**config.mk**
```make
export PLATFORM = sky130hd
export DESIGN_NAME = tab_separated_record_parser_unit
export DESIGN_NICKNAME = d
export VERILOG_FILES = /design/src/design/trp_pkg.sv /design/src/design/trp_front.sv /design/src/design/trp_queue.sv /design/src/design/trp_back.sv /design/src/design/tab_separated_record_parser_unit.sv
export VERILOG_INCLUDE_DIRS = /design/src /design/src/design
export SDC_FILE = /design/constraint.sdc
export NUM_CORES = 1
export LEC_CHECK = 0
export ABC_AREA = 1
export BUFFER_PORTS_ARGS = -buffer_cell sky130_fd_sc_hd__buf_2
export CAP_MARGIN = 20
export CORE_ASPECT_RATIO = 0.8
export CORE_UTILIZATION = 55
export CTS_CLUSTER_DIAMETER = 60
export DETAILED_ROUTE_END_ITERATION = 7
export HOLD_SLACK_MARGIN = 0.15
export MAX_ROUTING_LAYER = met4
export PLACE_DENSITY = 0.75
export SYNTH_ARGS = -nofsm -noshare
export SYNTH_HDL_FRONTEND = slang
export SYNTH_HIERARCHICAL = 1
export SYNTH_SLANG_ARGS = --single-unit
```
**constraint.sdc**
```tcl
create_clock -name clk -period 6.1 [get_ports clk]
set_input_delay 1.22 -clock clk [delete_from_list [all_inputs] [get_ports clk]]
set_output_delay 1.22 -clock clk [all_outputs]
set_load 0.005 [all_outputs]
```
**src/design/assert_macros.svh**
```systemverilog
// Assertion macros shared by the record parser modules.
`ifndef ASSERT_MACROS_SVH
`define ASSERT_MACROS_SVH

// Check at every clock edge outside reset.
`define TRP_ASSERT(label, prop, msg) \
  label: assert property (@(posedge clk) disable iff (rst) prop) else $error(msg);

// Check at every clock edge, reset included.
`define TRP_ASSERT_ALWAYS(label, prop, msg) \
  label: assert property (@(posedge clk) prop) else $error(msg);

`endif

```
**src/design/trp_pkg.sv**
```systemverilog
// Types and constants of the tab-separated record parser.
`default_nettype none

package trp_pkg;

  localparam int NAME_CHARS = 64;
  localparam int DESC_CHARS = 512;
  localparam int QUEUE_DEPTH_DEFAULT = 4;

  localparam logic [9:0] NAME_LIMIT = 10'(NAME_CHARS - 1);
  localparam logic [8:0] DESC_LIMIT = 9'(DESC_CHARS - 1);

  localparam logic [7:0] TAB_BYTE   = 8'h09;
  localparam logic [7:0] NL_BYTE    = 8'h0A;
  localparam logic [7:0] VT_BYTE    = 8'h0B;
  localparam logic [7:0] FF_BYTE    = 8'h0C;
  localparam logic [7:0] CR_BYTE    = 8'h0D;
  localparam logic [7:0] SPACE_BYTE = 8'h20;
  localparam logic [7:0] PLUS_BYTE  = 8'h2B;
  localparam logic [7:0] MINUS_BYTE = 8'h2D;
  localparam logic [7:0] ZERO_BYTE  = 8'h30;
  localparam logic [7:0] NINE_BYTE  = 8'h39;
  localparam logic [7:0] NUL_BYTE   = 8'h00;

  localparam logic [3:0] LAST_TEXT_COL   = 4'd7;
  localparam logic [3:0] FIRST_NUM_COL   = 4'd8;
  localparam logic [3:0] LAST_NUM_COL    = 4'd10;
  localparam logic [3:0] STRAND_COL      = 4'd11;
  localparam logic [3:0] DESC_COL        = 4'd15;

  localparam logic [31:0] MAG_LIMIT = 32'h8000_0000;
  localparam logic [31:0] POS_MAX   = 32'h7FFF_FFFF;

  typedef enum logic [2:0] {
    KIND_CHAR       = 3'd0,
    KIND_FIELD_END  = 3'd1,
    KIND_NUMBER     = 3'd2,
    KIND_STRAND     = 3'd3,
    KIND_RECORD_END = 3'd4,
    KIND_OVERFLOW   = 3'd5
  } kind_t;

  typedef enum logic [1:0] {
    PHASE_BLANKS = 2'd0,
    PHASE_DIGITS = 2'd1,
    PHASE_DONE   = 2'd2
  } phase_t;

  typedef struct packed {
    kind_t       kind;
    logic [3:0]  field_index;
    logic [7:0]  char_out;
    logic [8:0]  field_length;
    logic        is_number;
    logic        negative;
    logic [31:0] magnitude;
  } cmd_t;

endpackage

`default_nettype wire

```
**src/design/trp_front.sv**
```systemverilog
// Front end: accepts bytes, tracks columns and fields, emits result commands.
`default_nettype none

module trp_front (
  input  wire logic          clk,
  input  wire logic          rst,
  input  wire logic          byte_valid,
  output logic               byte_stall,
  input  wire logic [7:0]    byte_in,
  input  wire logic          queue_full,
  output logic               push,
  output trp_pkg::cmd_t      cmd
);

  `include "assert_macros.svh"

  logic [3:0]       column, column_next;
  logic [8:0]       char_count, char_count_next;
  logic [31:0]      accumulator, accumulator_next;
  logic             negative, negative_next;
  trp_pkg::phase_t  convert_phase, convert_phase_next;
  logic [7:0]       strand_char, strand_char_next;
  logic             skip_to_newline, skip_to_newline_next;

  logic             accept;
  logic [9:0]       count_inc;
  logic             is_digit;
  logic             is_blank;
  logic             is_sign;
  logic [35:0]      acc_times_ten;
  logic [31:0]      acc_sat;

  assign byte_stall = queue_full;
  assign accept     = byte_valid && !queue_full;
  assign count_inc  = {1'b0, char_count} + 10'd1;
  assign is_digit   = (byte_in >= trp_pkg::ZERO_BYTE) && (byte_in <= trp_pkg::NINE_BYTE);
  assign is_blank   = (byte_in == trp_pkg::SPACE_BYTE) || (byte_in == trp_pkg::VT_BYTE) ||
                      (byte_in == trp_pkg::FF_BYTE) || (byte_in == trp_pkg::CR_BYTE);
  assign is_sign    = (byte_in == trp_pkg::PLUS_BYTE) || (byte_in == trp_pkg::MINUS_BYTE);
  assign acc_times_ten = {1'b0, accumulator, 3'b000} + {3'b000, accumulator, 1'b0} +
                         {32'd0, byte_in[3:0] - trp_pkg::ZERO_BYTE[3:0]};
  assign acc_sat = (acc_times_ten > {4'd0, trp_pkg::MAG_LIMIT}) ? trp_pkg::MAG_LIMIT
                                                                : acc_times_ten[31:0];

  always_comb begin
    column_next          = column;
    char_count_next      = char_count;
    accumulator_next     = accumulator;
    negative_next        = negative;
    convert_phase_next   = convert_phase;
    strand_char_next     = strand_char;
    skip_to_newline_next = skip_to_newline;
    push                 = 1'b0;
    cmd                  = '0;
    cmd.kind             = trp_pkg::KIND_CHAR;
    cmd.field_index      = column;

    if (accept) begin
      priority if (byte_in == trp_pkg::NL_BYTE) begin
        push     = 1'b1;
        cmd.kind = trp_pkg::KIND_RECORD_END;
        priority if (column <= trp_pkg::LAST_TEXT_COL || column == trp_pkg::DESC_COL) begin
          cmd.field_length = char_count;
        end else if (column <= trp_pkg::LAST_NUM_COL) begin
          cmd.is_number = 1'b1;
          cmd.negative  = negative;
          cmd.magnitude = accumulator;
        end else if (column == trp_pkg::STRAND_COL) begin
          cmd.char_out = strand_char;
        end else begin
          cmd.field_length = '0;
        end
        column_next          = '0;
        skip_to_newline_next = 1'b0;
        char_count_next      = '0;
        accumulator_next     = '0;
        negative_next        = 1'b0;
        convert_phase_next   = trp_pkg::PHASE_BLANKS;
        strand_char_next     = '0;
      end else if (skip_to_newline) begin
        push = 1'b0;
      end else if (column == trp_pkg::DESC_COL) begin
        priority if (byte_in == trp_pkg::NUL_BYTE) begin
          skip_to_newline_next = 1'b1;
        end else if (char_count < trp_pkg::DESC_LIMIT) begin
          char_count_next  = count_inc[8:0];
          push             = 1'b1;
          cmd.char_out     = byte_in;
          cmd.field_length = count_inc[8:0];
        end else begin
          push = 1'b0;
        end
      end else if (byte_in == trp_pkg::TAB_BYTE) begin
        column_next        = column + 4'd1;
        char_count_next    = '0;
        accumulator_next   = '0;
        negative_next      = 1'b0;
        convert_phase_next = trp_pkg::PHASE_BLANKS;
        strand_char_next   = '0;
        priority if (column <= trp_pkg::LAST_TEXT_COL) begin
          push             = 1'b1;
          cmd.kind         = trp_pkg::KIND_FIELD_END;
          cmd.field_length = char_count;
        end else if (column <= trp_pkg::LAST_NUM_COL) begin
          push          = 1'b1;
          cmd.kind      = trp_pkg::KIND_NUMBER;
          cmd.is_number = 1'b1;
          cmd.negative  = negative;
          cmd.magnitude = accumulator;
        end else if (column == trp_pkg::STRAND_COL) begin
          push         = 1'b1;
          cmd.kind     = trp_pkg::KIND_STRAND;
          cmd.char_out = strand_char;
        end else begin
          push = 1'b0;
        end
      end else if (column <= trp_pkg::LAST_NUM_COL) begin
        char_count_next = count_inc[8:0];
        priority if (count_inc >= trp_pkg::NAME_LIMIT) begin
          skip_to_newline_next = 1'b1;
          push                 = 1'b1;
          cmd.kind             = trp_pkg::KIND_OVERFLOW;
          cmd.char_out         = byte_in;
          cmd.field_length     = count_inc[8:0];
        end else if (column >= trp_pkg::FIRST_NUM_COL) begin
          unique case (convert_phase)
            trp_pkg::PHASE_BLANKS: begin
              priority if (is_blank) begin
                convert_phase_next = trp_pkg::PHASE_BLANKS;
              end else if (is_sign) begin
                negative_next      = (byte_in == trp_pkg::MINUS_BYTE);
                convert_phase_next = trp_pkg::PHASE_DIGITS;
              end else if (is_digit) begin
                convert_phase_next = trp_pkg::PHASE_DIGITS;
                accumulator_next   = acc_sat;
              end else begin
                convert_phase_next = trp_pkg::PHASE_DONE;
              end
            end
            trp_pkg::PHASE_DIGITS: begin
              if (is_digit) begin
                accumulator_next = acc_sat;
              end else begin
                convert_phase_next = trp_pkg::PHASE_DONE;
              end
            end
            default: begin
              convert_phase_next = convert_phase;
            end
          endcase
        end else begin
          push             = 1'b1;
          cmd.char_out     = byte_in;
          cmd.field_length = count_inc[8:0];
        end
      end else if (column == trp_pkg::STRAND_COL) begin
        if (char_count == '0) begin
          strand_char_next = byte_in;
          char_count_next  = 9'd1;
        end
      end else begin
        push = 1'b0;
      end
    end
  end

  always_ff @(posedge clk) begin
    if (rst) begin
      column          <= '0;
      char_count      <= '0;
      accumulator     <= '0;
      negative        <= 1'b0;
      convert_phase   <= trp_pkg::PHASE_BLANKS;
      strand_char     <= '0;
      skip_to_newline <= 1'b0;
    end else begin
      column          <= column_next;
      char_count      <= char_count_next;
      accumulator     <= accumulator_next;
      negative        <= negative_next;
      convert_phase   <= convert_phase_next;
      strand_char     <= strand_char_next;
      skip_to_newline <= skip_to_newline_next;
    end
  end

  `TRP_ASSERT(a_newline_clears, accept && byte_in == trp_pkg::NL_BYTE |=> column == '0 && char_count == '0 && !skip_to_newline, "newline did not clear the record state")
  `TRP_ASSERT(a_overflow_skips, push && cmd.kind == trp_pkg::KIND_OVERFLOW |=> skip_to_newline, "overflow did not start the skip")
  `TRP_ASSERT(a_acc_bounded, accumulator <= trp_pkg::MAG_LIMIT, "accumulator beyond saturation limit")

endmodule

`default_nettype wire

```
**src/design/trp_queue.sv**
```systemverilog
// Short command queue between the front end and the output stage.
`default_nettype none

module trp_queue #(
  parameter int DEPTH = trp_pkg::QUEUE_DEPTH_DEFAULT
) (
  input  wire logic           clk,
  input  wire logic           rst,
  input  wire logic           push,
  input  wire trp_pkg::cmd_t  push_cmd,
  input  wire logic           pop,
  output trp_pkg::cmd_t       head_cmd,
  output logic                full,
  output logic                empty
);

  `include "assert_macros.svh"

  localparam int PTR_W = (DEPTH > 1) ? $clog2(DEPTH) : 1;
  localparam int CNT_W = $clog2(DEPTH + 1);

  trp_pkg::cmd_t     entries [DEPTH];
  logic [PTR_W-1:0]  wr_ptr, wr_ptr_next;
  logic [PTR_W-1:0]  rd_ptr, rd_ptr_next;
  logic [CNT_W-1:0]  count, count_next;
  logic              do_push;
  logic              do_pop;

  assign full     = (count == CNT_W'(DEPTH));
  assign empty    = (count == '0);
  assign do_push  = push && !full;
  assign do_pop   = pop && !empty;
  assign head_cmd = entries[rd_ptr];

  always_comb begin
    wr_ptr_next = wr_ptr;
    rd_ptr_next = rd_ptr;
    count_next  = count;
    if (do_push) begin
      wr_ptr_next = (wr_ptr == PTR_W'(DEPTH - 1)) ? '0 : wr_ptr + PTR_W'(1);
    end
    if (do_pop) begin
      rd_ptr_next = (rd_ptr == PTR_W'(DEPTH - 1)) ? '0 : rd_ptr + PTR_W'(1);
    end
    if (do_push && !do_pop) begin
      count_next = count + CNT_W'(1);
    end else if (do_pop && !do_push) begin
      count_next = count - CNT_W'(1);
    end
  end

  always_ff @(posedge clk) begin
    if (rst) begin
      wr_ptr <= '0;
      rd_ptr <= '0;
      count  <= '0;
    end else begin
      wr_ptr <= wr_ptr_next;
      rd_ptr <= rd_ptr_next;
      count  <= count_next;
    end
  end

  always_ff @(posedge clk) begin
    if (do_push) begin
      entries[wr_ptr] <= push_cmd;
    end
  end

  `TRP_ASSERT(a_count_bound, count <= CNT_W'(DEPTH), "queue count beyond depth")
  `TRP_ASSERT(a_no_push_when_full, full |-> !push, "push into a full queue")

endmodule

`default_nettype wire

```
**src/design/trp_back.sv**
```systemverilog
// Output stage: formats queued commands and holds the result register.
`default_nettype none

module trp_back (
  input  wire logic           clk,
  input  wire logic           rst,
  input  wire trp_pkg::cmd_t  head_cmd,
  input  wire logic           queue_empty,
  output logic                pop,
  output logic                result_valid,
  input  wire logic           result_stall,
  output logic [2:0]          kind,
  output logic [3:0]          field_index,
  output logic [7:0]          char_out,
  output logic [8:0]          field_length,
  output logic signed [31:0]  number_value
);

  `include "assert_macros.svh"

  logic        load;
  logic [31:0] number_bits;
  logic        no_number_kind;
  logic        stray_number;

  assign load = !queue_empty && (!result_valid || !result_stall);
  assign pop  = load;

  always_comb begin
    priority if (!head_cmd.is_number) begin
      number_bits = '0;
    end else if (head_cmd.negative) begin
      number_bits = 32'd0 - head_cmd.magnitude;
    end else if (head_cmd.magnitude[31]) begin
      number_bits = trp_pkg::POS_MAX;
    end else begin
      number_bits = head_cmd.magnitude;
    end
  end

  always_ff @(posedge clk) begin
    if (rst) begin
      result_valid <= 1'b0;
    end else if (load) begin
      result_valid <= 1'b1;
    end else if (!result_stall) begin
      result_valid <= 1'b0;
    end
  end

  always_ff @(posedge clk) begin
    if (load) begin
      kind         <= head_cmd.kind;
      field_index  <= head_cmd.field_index;
      char_out     <= head_cmd.char_out;
      field_length <= head_cmd.field_length;
      number_value <= number_bits;
    end
  end

  assign no_number_kind = (kind == trp_pkg::KIND_CHAR) || (kind == trp_pkg::KIND_FIELD_END) ||
                          (kind == trp_pkg::KIND_STRAND) || (kind == trp_pkg::KIND_OVERFLOW);
  assign stray_number   = result_valid && no_number_kind && (number_value != '0);

  `TRP_ASSERT_ALWAYS(a_idle_after_reset, rst |=> !result_valid, "result valid right after reset")
  `TRP_ASSERT(a_number_only_where_due, !stray_number, "number on a non-numeric result")

endmodule

`default_nettype wire

```
**src/design/tab_separated_record_parser_unit.sv**
```systemverilog
// Top level of the tab-separated record parser.
//
// Input channel: one byte of record text per transaction on byte_in,
// qualified by byte_valid and held off by byte_stall.
// Output channel: at most one result per byte (kind, field_index, char_out,
// field_length, number_value), qualified by result_valid, held by
// result_stall. Bytes that give no result (skipped columns, digits of a
// number, later strand bytes, bytes after an overflow) are absorbed.
// Throughput: one byte per cycle while byte_stall is low, set by the front end that
// updates column, count and the decimal accumulator for every byte.
// Each accepted byte's result is registered in the command queue and then in the
// output register, where result_valid shows it.
// A command queue of QUEUE_DEPTH entries sits between the front end and the
// output register; when the receiver stalls, the output register holds,
// the queue fills, and byte_stall rises once the queue is full.
// Reset clears the column, field state, queue and output valid at once;
// bytes are taken in the cycle after reset falls.
`default_nettype none

module tab_separated_record_parser_unit #(
  parameter int QUEUE_DEPTH = trp_pkg::QUEUE_DEPTH_DEFAULT
) (
  input  wire logic          clk,
  input  wire logic          rst,
  input  wire logic          byte_valid,
  output logic               byte_stall,
  input  wire logic [7:0]    byte_in,
  output logic               result_valid,
  input  wire logic          result_stall,
  output logic [2:0]         kind,
  output logic [3:0]         field_index,
  output logic [7:0]         char_out,
  output logic [8:0]         field_length,
  output logic signed [31:0] number_value
);

  logic           push;
  logic           pop;
  logic           queue_full;
  logic           queue_empty;
  trp_pkg::cmd_t  push_cmd;
  trp_pkg::cmd_t  head_cmd;

  trp_front u_front (
    .clk        (clk),
    .rst        (rst),
    .byte_valid (byte_valid),
    .byte_stall (byte_stall),
    .byte_in    (byte_in),
    .queue_full (queue_full),
    .push       (push),
    .cmd        (push_cmd)
  );

  trp_queue #(
    .DEPTH (QUEUE_DEPTH)
  ) u_queue (
    .clk      (clk),
    .rst      (rst),
    .push     (push),
    .push_cmd (push_cmd),
    .pop      (pop),
    .head_cmd (head_cmd),
    .full     (queue_full),
    .empty    (queue_empty)
  );

  trp_back u_back (
    .clk          (clk),
    .rst          (rst),
    .head_cmd     (head_cmd),
    .queue_empty  (queue_empty),
    .pop          (pop),
    .result_valid (result_valid),
    .result_stall (result_stall),
    .kind         (kind),
    .field_index  (field_index),
    .char_out     (char_out),
    .field_length (field_length),
    .number_value (number_value)
  );

endmodule

`default_nettype wire
```
==> key figures, run 1 <==
Status
  • Outcome: complete, no violations

Global route
  • Initial antenna violation count: 0
  • Largest net degree at the start of global routing: 117
  • Grt total ovfl: 0
  • First-pass GRT wire length: ~76000 microns
  • Vias in the first global route: 14200
  • Tot GR Track Use: 0.278

Pwr
  • Static Leak: 8.69 nW
  • Peak supply drop: 0.000418 V
  • Design Power: 8.78 mW
  • Pwr per Cell Area: 418 mW/mm^2

Worst setup path
  • CP top delay family: simple AND/OR/NAND/NOR gates
  • Crit end category: register
  • Crit path from: byte_in[3]
  • Most used cell, CP: nand2_1
  • Critical path's largest stage delay: 620 ps
  • Crit path cell chain: buf_2, inv_1, fa_1, fa_1, inv_1, nand3_1, nand3_1, nand3_1, nand3_1, nand2_1, nand2_1, nand2_1, nand2_1, nand2_1, nor2_1, nand2_1, o21ai_4, nand3_1, a21oi_1
  • Worst EP required: 6550 ps
  • Startpoint types: primary input
  • Worst Reg-to-Reg Cells: 17
  • Worst setup path category: in -> reg
  • R2r startpoint: u_front/column[1]$_SDFFE_PP0P_
  • CP Depth: 19
  • Cell with the largest stage delay on the worst path: o21ai_4
  • Crit Path Max Fanout: 31
  • Critical Path AT: ~4700 ps
  • WP buf/inv: 3
  • Reg-to-reg slack, setup: 1880 ps

Place
  • Port Buffers: just under 70
  • Dpl hpwl: 33000 microns
  • Final Wtd Congestion: 0.959

Finish
  • Diodes inserted: 0
  • Post-layout util: 0.618
  • Fill cell count: roughly 2900
  • Share of cells above drive strength 1: 0.0997
  • Final-stage net count: ~2400
  • Synth-to-Final Area Change: 9.39%

STA
  • Unrepaired setup endpoints after global routing: no
  • Fin Setup TNS: 0 ps
  • Endpoints failing setup: 0
  • Final Max Slew Viols: 0
  • Rel. slew slack: 0.224
  • Final hold vios: 0
  • Slew @ Worst Pin: 1160 ps
  • Final period util: 0.695
  • Clock skew: 17.3 ps
  • Hold WS: roughly 460 ps
  • Max Fclk: 236 MHz
  • Shortest period the worst path allows: between 4000 and 5000 ps

Synthesis
  • Synthesized area per cell: between 8 and 9 sq um
  • Ys flop type: edfxtp_1
  • Cell taking the most area after synthesis: edfxtp_1
  • Yosys Warn Count: 6
  • Sequential share of the synthesized area: 0.520
  • Post-synth EDFFs: 288
  • Ys async rst share: 0
  • #FFs+latches synth: 355
  • Post-synthesis cell count: 2217
  • Synth top area share: 0.450
  • Leading post-synthesis cells by cell area: edfxtp_1, nand2_1, dfxtp_1
  • Mapped cell area: 0.0192 sq mm
  • Syn Nets: 2308
  • Unique masters post-synth: 61

Clocking
  • Clk root buf: clkbuf_16
  • Clock slew at reported path FFs: 60 ps
  • Clock sink count: 355
  • Clock insertion delay at the later pin of the skew report: 540 ps
  • CTS Hold Bufs: 0
  • H-tree levels: 2
  • Post-CTS sizing: 0
  • Total clock buffers created by CTS: 36
  • CTS Buffer Depth: 3
  • CTS tree: yes
  • Number of post-CTS setup repair buffers: 0

Hold path
  • Hold Path Origin: u_front/strand_char[4]$_SDFFE_PP0P_
  • Hold Crit Depth: 2
  • Worst min-delay path class: reg -> reg

Floorplan
  • Die Span X: 211 microns
  • Initial Utilization: 0.565
  • Full die area: around 0.036 sq mm
  • Core outline area: 0.0340 sq mm
  • Die height: 169 microns
  • Io pins: 70
  • # rows: 60

Drt
  • Vias per inst: 5.62
  • Vias: around 15000
  • Wire per inst: 17.2 microns
  • Total Wirelength: between 40000 and 50000 microns
  • 1st-iter DRT viols: 1576
  • Drt first pass iters: 5
  • Residual DRC: 0
  • DRT antenna net count: 0

Flow run
  • Number of max-cap violations: 0
-- per-stage QoR --
stage,worst slack (ps),cells,instance area (sq um)
detailed placement,1440,2688,19800
CTS,1940,2752,21000
global route,1510,2753,21000
global placement,1550,2688,19800
floorplan,530,2217,19200
finish,1860,2753,21000
-- path summary, 6_finish.rpt --
path,endpoint
worst min register to register,u_front/strand_char[4]$_SDFFE_PP0P_
worst max register to register,u_queue/count[1]$_SDFFE_PP0P_
worst max-delay path,u_front/accumulator[14]$_SDFFE_PP0P_
worst min-delay path,u_front/strand_char[4]$_SDFFE_PP0P_
-- registers in the layout, summed over array words and instances (netlist names), 4 cells and up, named ones only --
register and cells:
u_back/char_out 8, u_front/column 4, u_back/field_length 9, u_queue/entries 232
u_back/field_index 4, u_front/accumulator 32, u_front/strand_char 8, u_back/number_value 32
u_front/char_count 9
-- logic make-up after synthesis --
kind of cell | Yosys count | share of synthesized area
buf+inv | 362 | 0.0820
fa+ha+maj | 79 | 0.0526
simple gates | 1005 | 0.225
xor+xnor | 11 | 0.00501
compound gates | 405 | 0.116
flops | 355 | 0.520
-- where the power goes --
| group | internal (mW) | leakage (nW) | switching, mW |
|---|---|---|---|
| clock | 1.33 | 0.571 | 0.906 |
| combinational | 0.936 | 4.74 | 2.18 |
| sequential | 3.26 | 3.38 | 0.173 |
| total | 5.52 | 8.69 | 3.26 |
-- cells in the mapped netlist (25+ instances only) --
cell      instances
a21oi_1         122
o21ai_0         166
inv_1           265
o22ai_1          57
nand3_1         126
nor2_2           30
nand4_1          25
nor2_1          341
nand2_1         423
ha_1             76
dfxtp_1          67
edfxtp_1        288
-- per-layer routing --
metal,vias to the layer above,part of all wire,global-route usage
li1,7557,-,-
met1,7228,0.49,0.429
met5,-,0,-
met3,36,0.088,0.0433
met2,648,0.42,0.388
met4,0,0.0092,0.0491
-- cell usage in the layout (no fill, tap or decap), types with 55 or more instances in the layout --
cell,netlist,final
buf_2,20,69
o21ai_0,166,166
nand3_1,126,126
inv_1,265,265
nor2_1,341,337
o22ai_1,57,55
nand2_1,423,423
edfxtp_1,288,288
ha_1,76,76
a21oi_1,122,121
dfxtp_1,67,65
-- worst register-to-register path, delay by kind of cell (launching register included) --
family                     cells  cell delay (ps)
buffers and inverters          5              750
DFF                            1              560
AOI/OAI and AO/OA              2              240
and+or+nand+nor                7             1650
adders and majority gates      3              930
-- area by class of cell --
| type | instances | area (sq um) | share of cell area |
|---|---|---|---|
| multi-input combinational | 1500 | 7710 | 0.367 |
| sequential | 355 | 9990 | 0.475 |
| tap | 465 | 582 | 0.0277 |
| clock inverter | 14 | 228 | 0.0108 |
| inverter | 285 | 1080 | 0.0512 |
| timing repair buffer | 84 | 465 | 0.0221 |
| clock buffer | 50 | 963 | 0.0458 |
No activity file was read; power rests on OpenSTA's default activity.
==> run 2, diff against run 1 <==
==> constraint.sdc (replaced) <==
create_clock -name clk -period 4.3 [get_ports clk]
set_input_delay 0.86 -clock clk [delete_from_list [all_inputs] [get_ports clk]]
set_output_delay 0.86 -clock clk [all_outputs]
set_load 0.005 [all_outputs]
==> key figures, run 2 (synthesis gave the netlist of run 1 again) <==
Clocking
  • Clock slew at reported path FFs: 60 ps (about the same)
  • CTS tree: yes
  • Number of post-CTS setup repair buffers: 0 (unchanged)
  • H-tree levels: 2 (unchanged)
  • Clk root buf: clkbuf_16
  • CTS Buffer Depth: 3 (unchanged)
  • Clock sink count: 355 (unchanged)
  • Clock insertion delay at the later pin of the skew report: 540 ps (about the same)
  • Total clock buffers created by CTS: 36 (unchanged)

STA
  • Endpoints failing setup: 0 (unchanged)
  • Rel. slew slack: 0.335 (+0.111)
  • Fin Setup TNS: 0 ps (unchanged)
  • Slew @ Worst Pin: 987 ps (-170 ps)
  • Final hold vios: 0 (unchanged)
  • Final period util: 0.870
  • Max Fclk: about 270 MHz
  • Hold WS: 457 ps (-1.72 ps)
  • Clock skew: 33.6 ps (+16.2 ps)
  • Shortest period the worst path allows: 3740 ps
  • Final Max Slew Viols: 0 (unchanged)
  • Unrepaired setup endpoints after global routing: no

Floorplan
  • Die height: 169 microns (unchanged)
  • # rows: 60 (unchanged)
  • Core outline area: 0.0340 sq mm (unchanged)
  • Die Span X: 211 microns (unchanged)
  • Initial Utilization: 0.565 (unchanged)
  • Full die area: 0.0357 sq mm (unchanged)
  • Io pins: 70 (unchanged)

Drt
  • Wire per inst: 17.5 microns (+1.6%)
  • Vias: 15500 (+0.27%)
  • DRT antenna net count: 0 (unchanged)
  • Vias per inst: 5.61 (-0.20%)
  • 1st-iter DRT viols: 1726 (+9.5%)
  • Total Wirelength: 48300 microns (+2.0%)
  • Residual DRC: 0 (unchanged)
  • Drt first pass iters: 7 (+2)

Global route
  • Vias in the first global route: 14300 (+1.1%)
  • First-pass GRT wire length: 77000 microns (+1.9%)
  • Initial antenna violation count: 0 (unchanged)
  • Tot GR Track Use: 0.283 (+0.00506)
  • Grt total ovfl: 0 (unchanged)
  • Largest net degree at the start of global routing: 78 (-33%)

Pwr
  • Peak supply drop: 0.000404 V (-3.3%)
  • Static Leak: 8.76 nW (+0.84%)
  • Pwr per Cell Area: 584 mW/mm^2 (+40%)

Worst setup path
  • Worst Reg-to-Reg Cells: 22 (+5)
  • Crit path cell chain: ha_1, nand3_1, nor2_1, nand4_1, xor2_1, nor2_1, nand3_2, nor2_4, inv_2, nand2_1, a41oi_1, nand2_2, inv_1, ha_1, inv_1, fa_1, inv_1, nand2_1, nand3_1, nand2_1, inv_1, nor2_1
  • Critical path's largest stage delay: 440 ps (-180 ps)
  • Crit Path Max Fanout: 7 (-77%)
  • Cell with the largest stage delay on the worst path: dfxtp_1
  • Most used cell, CP: inv_1
  • Critical Path AT: 4170 ps (-510 ps)
  • Startpoint types: register
  • Worst setup path category: reg -> reg
  • Worst EP required: 4720 ps (-1830 ps)
  • Crit end category: register

Finish
  • Post-layout util: 0.621 (+0.00316)
  • Synth-to-Final Area Change: 9.95%
  • Max FFs per register: 232 (unchanged)
  • Top reg by flops: u_queue/entries
  • Commonest non-fill, non-tap cell in the layout: nand2_1
  • Share of cells above drive strength 1: 0.107 (+0.00726)
  • Final-stage net count: 2367 (+0.59%)
  • Most frequent cells in the layout: nand2_1, nor2_1, edfxtp_1
  • Fin area: 0.0211 sq mm (+0.51%)
  • Diodes inserted: 0 (unchanged)
  • Largest regs: u_queue/entries (232), u_back/number_value (32), u_front/accumulator (32)

Flow run
  • Number of max-cap violations: 0 (unchanged)

Place
  • Area post-placement: 0.0200 sq mm (+1.0%)
  • Port Buffers: 69 (unchanged)
  • Final Wtd Congestion: 0.976 (+1.8%)
  • Dpl hpwl: 34500 microns (+4.8%)

Status
  • Outcome: complete, no violations

Hold path
  • Worst min-delay path class: reg -> reg
  • Hold Crit Depth: 2 (unchanged)
==> run 2: changes by cell type in the layout (fill, tap and decap cells not counted), moves of 3 or more <==
cell	previous run	this run
buf_4	14	22
clkbuf_1	13	5
buf_12	0	7
clkinv_1	3	7
clkinv_2	2	6
bufinv_16	5	2
==> run 2: area by class of cell <==
cell class,instances,area [sq um]
Timing Repair Buffer,98,651
Clock buffer,42,933
Fill cell,2836,12900
Tap cell,465,582
Inverter,285,1080
Clock inverter,21,178
Sequential cell,355,9990
Multi-Input combinational cell,1500,7720
==> run 2: per-layer routing <==
| metal | up-vias | part of all wire | global-route usage |
|---|---|---|---|
| li1 | 7588 | - | - |
| met1 | 7205 | 0.48 | 0.431 |
| met2 | 652 | 0.41 | 0.388 |
| met3 | 66 | 0.096 | 0.0568 |
| met4 | 0 | 0.017 | 0.0583 |
| met5 | - | 0 | - |
==> run 2: metrics by stage <==
stage / worst slack [ps] / instances / power [mW]
final: 557 / 2766 / 12.3
after detailed placement: 332 / 2703 / 9.38
after floorplan: -618 / 2217 / 8.12
after CTS: 497 / 2766 / 12.3
after global placement: 449 / 2703 / 9.26
after global routing: 127 / 2766 / 13.1
==> run 2: critical path: cells and delay by family, from the launching register on <==
family,cells,cell delay (ps)
flip-flops,1,440
AND/OR/NAND/NOR,12,1350
AO/OA/AOI/OAI,1,340
buffers and inverters,5,410
adder cells (fa/ha/maj),3,820
XOR/XNOR,1,270
==> run 2: where the power goes <==
group / total (mW) / internal (mW) / leakage (nW) / switching (mW)
sequential: 4.86 / 4.61 / 3.39 / 0.253
combinational: 4.50 / 1.38 / 4.83 / 3.12
clock: 2.97 / 1.69 / 0.540 / 1.29
==> run 2: path summary, 6_finish.rpt <==
kind	start	endpoint	slack, ps
setup / recovery	u_front/char_count[0]$_SDFFE_PP0P_	u_queue/count[2]$_SDFFE_PP0P_	560
hold / removal	u_front/strand_char[0]$_SDFFE_PP0P_	u_front/strand_char[0]$_SDFFE_PP0P_	460
setup reg to reg	u_front/char_count[0]$_SDFFE_PP0P_	u_queue/count[2]$_SDFFE_PP0P_	560
hold reg to reg	u_front/strand_char[0]$_SDFFE_PP0P_	u_front/strand_char[0]$_SDFFE_PP0P_	460
==> run 2: what timing repair did <==
item | in CTS | in global routing
gates resized for setup | 0 | 1
hold buffers | 0 | 0
setup endpoints to repair | 0 | 1
==> run 3, diff against run 2 <==
--- a/config.mk
+++ b/config.mk
@@ -10,12 +10,12 @@
 export BUFFER_PORTS_ARGS = -buffer_cell sky130_fd_sc_hd__buf_2
 export CAP_MARGIN = 20
 export CORE_ASPECT_RATIO = 0.8
-export CORE_UTILIZATION = 55
+export CORE_UTILIZATION = 25
 export CTS_CLUSTER_DIAMETER = 60
 export DETAILED_ROUTE_END_ITERATION = 7
 export HOLD_SLACK_MARGIN = 0.15
 export MAX_ROUTING_LAYER = met4
-export PLACE_DENSITY = 0.75
+export PLACE_DENSITY = 0.42
 export SYNTH_ARGS = -nofsm -noshare
 export SYNTH_HDL_FRONTEND = slang
 export SYNTH_HIERARCHICAL = 1
==> key figures, run 3 (synthesis gave the netlist of run 1 again) <==
Status
  • Outcome: complete, no violations

Clocking
  • CTS Buffer Depth: 3 (unchanged)
  • Number of post-CTS setup repair buffers: 0 (unchanged)
  • CTS tree: yes
  • Post-CTS sizing: 0 (unchanged)
  • CTS Hold Bufs: 0 (unchanged)
  • Total clock buffers created by CTS: 43 (+19%)
  • Clock slew at reported path FFs: 60 ps (about the same)
  • H-tree levels: 2 (unchanged)
  • Clock sink count: 355 (unchanged)
  • Clock insertion delay at the later pin of the skew report: 570 ps (+30 ps)
  • Clk root buf: clkbuf_16

Floorplan
  • # rows: 90 (+50%)
  • Initial Utilization: 0.254 (-0.312)
  • Core outline area: 0.0758 sq mm (+120%)
  • Full die area: 0.0780 sq mm (+120%)
  • Die height: 250 microns (+48%)
  • Die Span X: 312 microns (+48%)
  • Io pins: 70 (unchanged)

Drt
  • Top layer in use: met4
  • Drt first pass iters: 5 (-2)
  • DRT antenna net count: 0 (unchanged)
  • Vias per inst: 4.59 (-18%)
  • Metal-1 WL: 31300 microns (+35%)
  • 1st-iter DRT viols: 1232 (-29%)
  • Wire per inst: 17.4 microns (-0.28%)
  • Residual DRC: 0 (unchanged)
  • Wire length on met2: 23100 microns (+17%)
  • Total Wirelength: 58100 microns (+20%)
  • Routed wl met3: 3070 microns (-34%)
  • Vias: 15300 (-1.2%)

Global route
  • Grt total ovfl: 0 (unchanged)
  • Vias in the first global route: 14900 (+4.1%)
  • Initial antenna violation count: 1 (+1)
  • Largest net degree at the start of global routing: 81 (+3.8%)
  • Tot GR Track Use: 0.153 (-0.130)
  • First-pass GRT wire length: 90500 microns (+18%)

Finish
  • Share of cells above drive strength 1: 0.113 (+0.00659)
  • Commonest non-fill, non-tap cell in the layout: nand2_1
  • Diodes inserted: 0 (unchanged)
  • Synth-to-Final Area Change: 15.3%
  • Fill cell count: 8145 (+190%)
  • Sequential cell area: 0.00999 sq mm (unchanged)
  • Final-stage net count: 2383 (+0.68%)
  • Top reg by flops: u_queue/entries
  • Largest regs: u_queue/entries (232), u_back/number_value (32), u_front/accumulator (32)
  • Most frequent cells in the layout: nand2_1, nor2_1, edfxtp_1
  • Multi-input combinational cell area: 0.00771 sq mm (about the same)
  • Non-Filler Instances: 3338 (+21%)
  • Max FFs per register: 232 (unchanged)

Worst setup path
  • CP Depth: 15 (-32%)
  • Crit end category: register
  • Worst EP required: 4560 ps (-160 ps)
  • Crit path cell chain: ha_1, nand3_1, nor2_1, nand4_1, xor2_1, nor2_1, nand3_2, nor2_4, inv_2, nand2_1, a41oi_1, nand2_1, buf_4, nor2_4, buf_12
  • Crit path from: u_front/char_count[0]$_SDFFE_PP0P_
  • Worst Reg-to-Reg Cells: 15 (-32%)
  • FF-to-FF End: u_queue/entries[0][22]$_DFFE_PP_
  • Reg-to-reg slack, setup: 600 ps (+50 ps)
  • Critical Path AT: 3960 ps (-210 ps)
  • Crit Path Max Fanout: 15 (+8)
  • Critical path's largest stage delay: 460 ps (+20 ps)
  • R2r startpoint: u_front/char_count[0]$_SDFFE_PP0P_
  • Worst setup path category: reg -> reg
  • Cell with the largest stage delay on the worst path: a41oi_1
  • CP top delay family: simple AND/OR/NAND/NOR gates
  • Startpoint types: register
  • WP buf/inv: 3 (-2)

STA
  • Max Fclk: 271 MHz (+1.3%)
  • Final period util: 0.860 (-0.0109)
  • Final hold vios: 0 (unchanged)
  • Final Max Slew Viols: 0 (unchanged)
  • Unrepaired setup endpoints after global routing: no
  • Rel. slew slack: 0.286 (-0.0485)
  • Endpoints failing setup: 0 (unchanged)
  • Clock skew: 19.5 ps (-14.1 ps)
  • Shortest period the worst path allows: 3700 ps (-46.7 ps)
  • Slew @ Worst Pin: 1060 ps (+72.0 ps)
  • Fin Setup TNS: 0 ps (unchanged)

Pwr
  • Clock power frac: 0.268 (+0.027)
  • Sw Ratio: 0.382 (+0.00446)
  • Static Leak: 8.93 nW (+2.0%)
  • Sw power: 5.00 mW (+7.3%)
  • Pint: 8.08 mW (+5.3%)
  • Peak supply drop: 0.000367 V (-9.1%)
  • Combinational share of power: 0.365 (about the same)
  • Reg power frac: 0.367 (-0.027)
  • Design Power: 13.1 mW (+6.1%)
  • Pwr per Cell Area: 590 mW/mm^2 (+1.1%)

Hold path
  • WHS Endpoint: u_front/strand_char[0]$_SDFFE_PP0P_
  • Hold Crit Depth: 2 (unchanged)
  • Hold Path Origin: u_front/strand_char[0]$_SDFFE_PP0P_
  • Worst min-delay path class: reg -> reg

Place
  • Port Buffers: 69 (unchanged)
  • Inst Count DP: 3259 (+21%)
  • Final Wtd Congestion: 0.910 (-6.7%)
  • Dpl hpwl: 41800 microns (+21%)

Flow run
  • Number of max-cap violations: 0 (unchanged)
[run 3: per-layer routing]
metal,up-vias,GRT usage
met5,-,-
met4,0,0.0289
met3,50,0.0215
met2,340,0.210
met1,7309,0.236
li1,7627,-
[run 3: worst max path at each step]
stage / slack, ps / endpoint
final: 600 / u_queue/entries[0][22]$_DFFE_PP_
after detailed placement: 290 / u_front/accumulator[3]$_SDFFE_PP0P_
after global placement: 350 / u_front/accumulator[24]$_SDFFE_PP0P_
after CTS: 610 / u_queue/entries[0][25]$_DFFE_PP_
after global routing: 230 / u_queue/count[2]$_SDFFE_PP0P_
after floorplan: -620 / u_queue/entries[0][0]$_DFFE_PP_
[run 3: cell type report]
class,count,area share
Sequential cell,355,0.451
Timing Repair Buffer,107,0.0335
Multi-Input combinational cell,1500,0.348
Tap cell,1012,0.0571
Clock buffer,52,0.0501
Inverter,285,0.0485
Clock inverter,27,0.0119
[run 3: power by group through the flow]
| stage | sequential (mW) | combinational [mW] | clock (mW) |
|---|---|---|---|
| 2_1_floorplan | 4.91 | 3.22 | 0 |
| 3_3_place_gp | 4.87 | 4.79 | 0 |
| 3_5_place_dp | 4.88 | 4.84 | 0 |
| 4_1_cts | 4.81 | 4.85 | 3.62 |
| 5_1_grt | 4.86 | 5.40 | 3.74 |
| 6_report | 4.80 | 4.78 | 3.51 |
[run 3: worst min-delay path, stage by stage, from the launching register on]
cell and delay, ps:
dfxtp_1 290, inv_1 60, a21oi_1 60
[run 3: stage by stage]
step / area (sq um) / util / hold WS (ps) / setup WS [ps]
2_1_floorplan: 19200 / - / 430 / -618
3_3_place_gp: 20800 / 0.274 / 454 / 353
3_5_place_dp: 20800 / 0.274 / 458 / 293
4_1_cts: 22200 / 0.293 / 465 / 613
5_1_grt: 22200 / 0.293 / 516 / 227
6_report: 22200 / 0.293 / 465 / 604
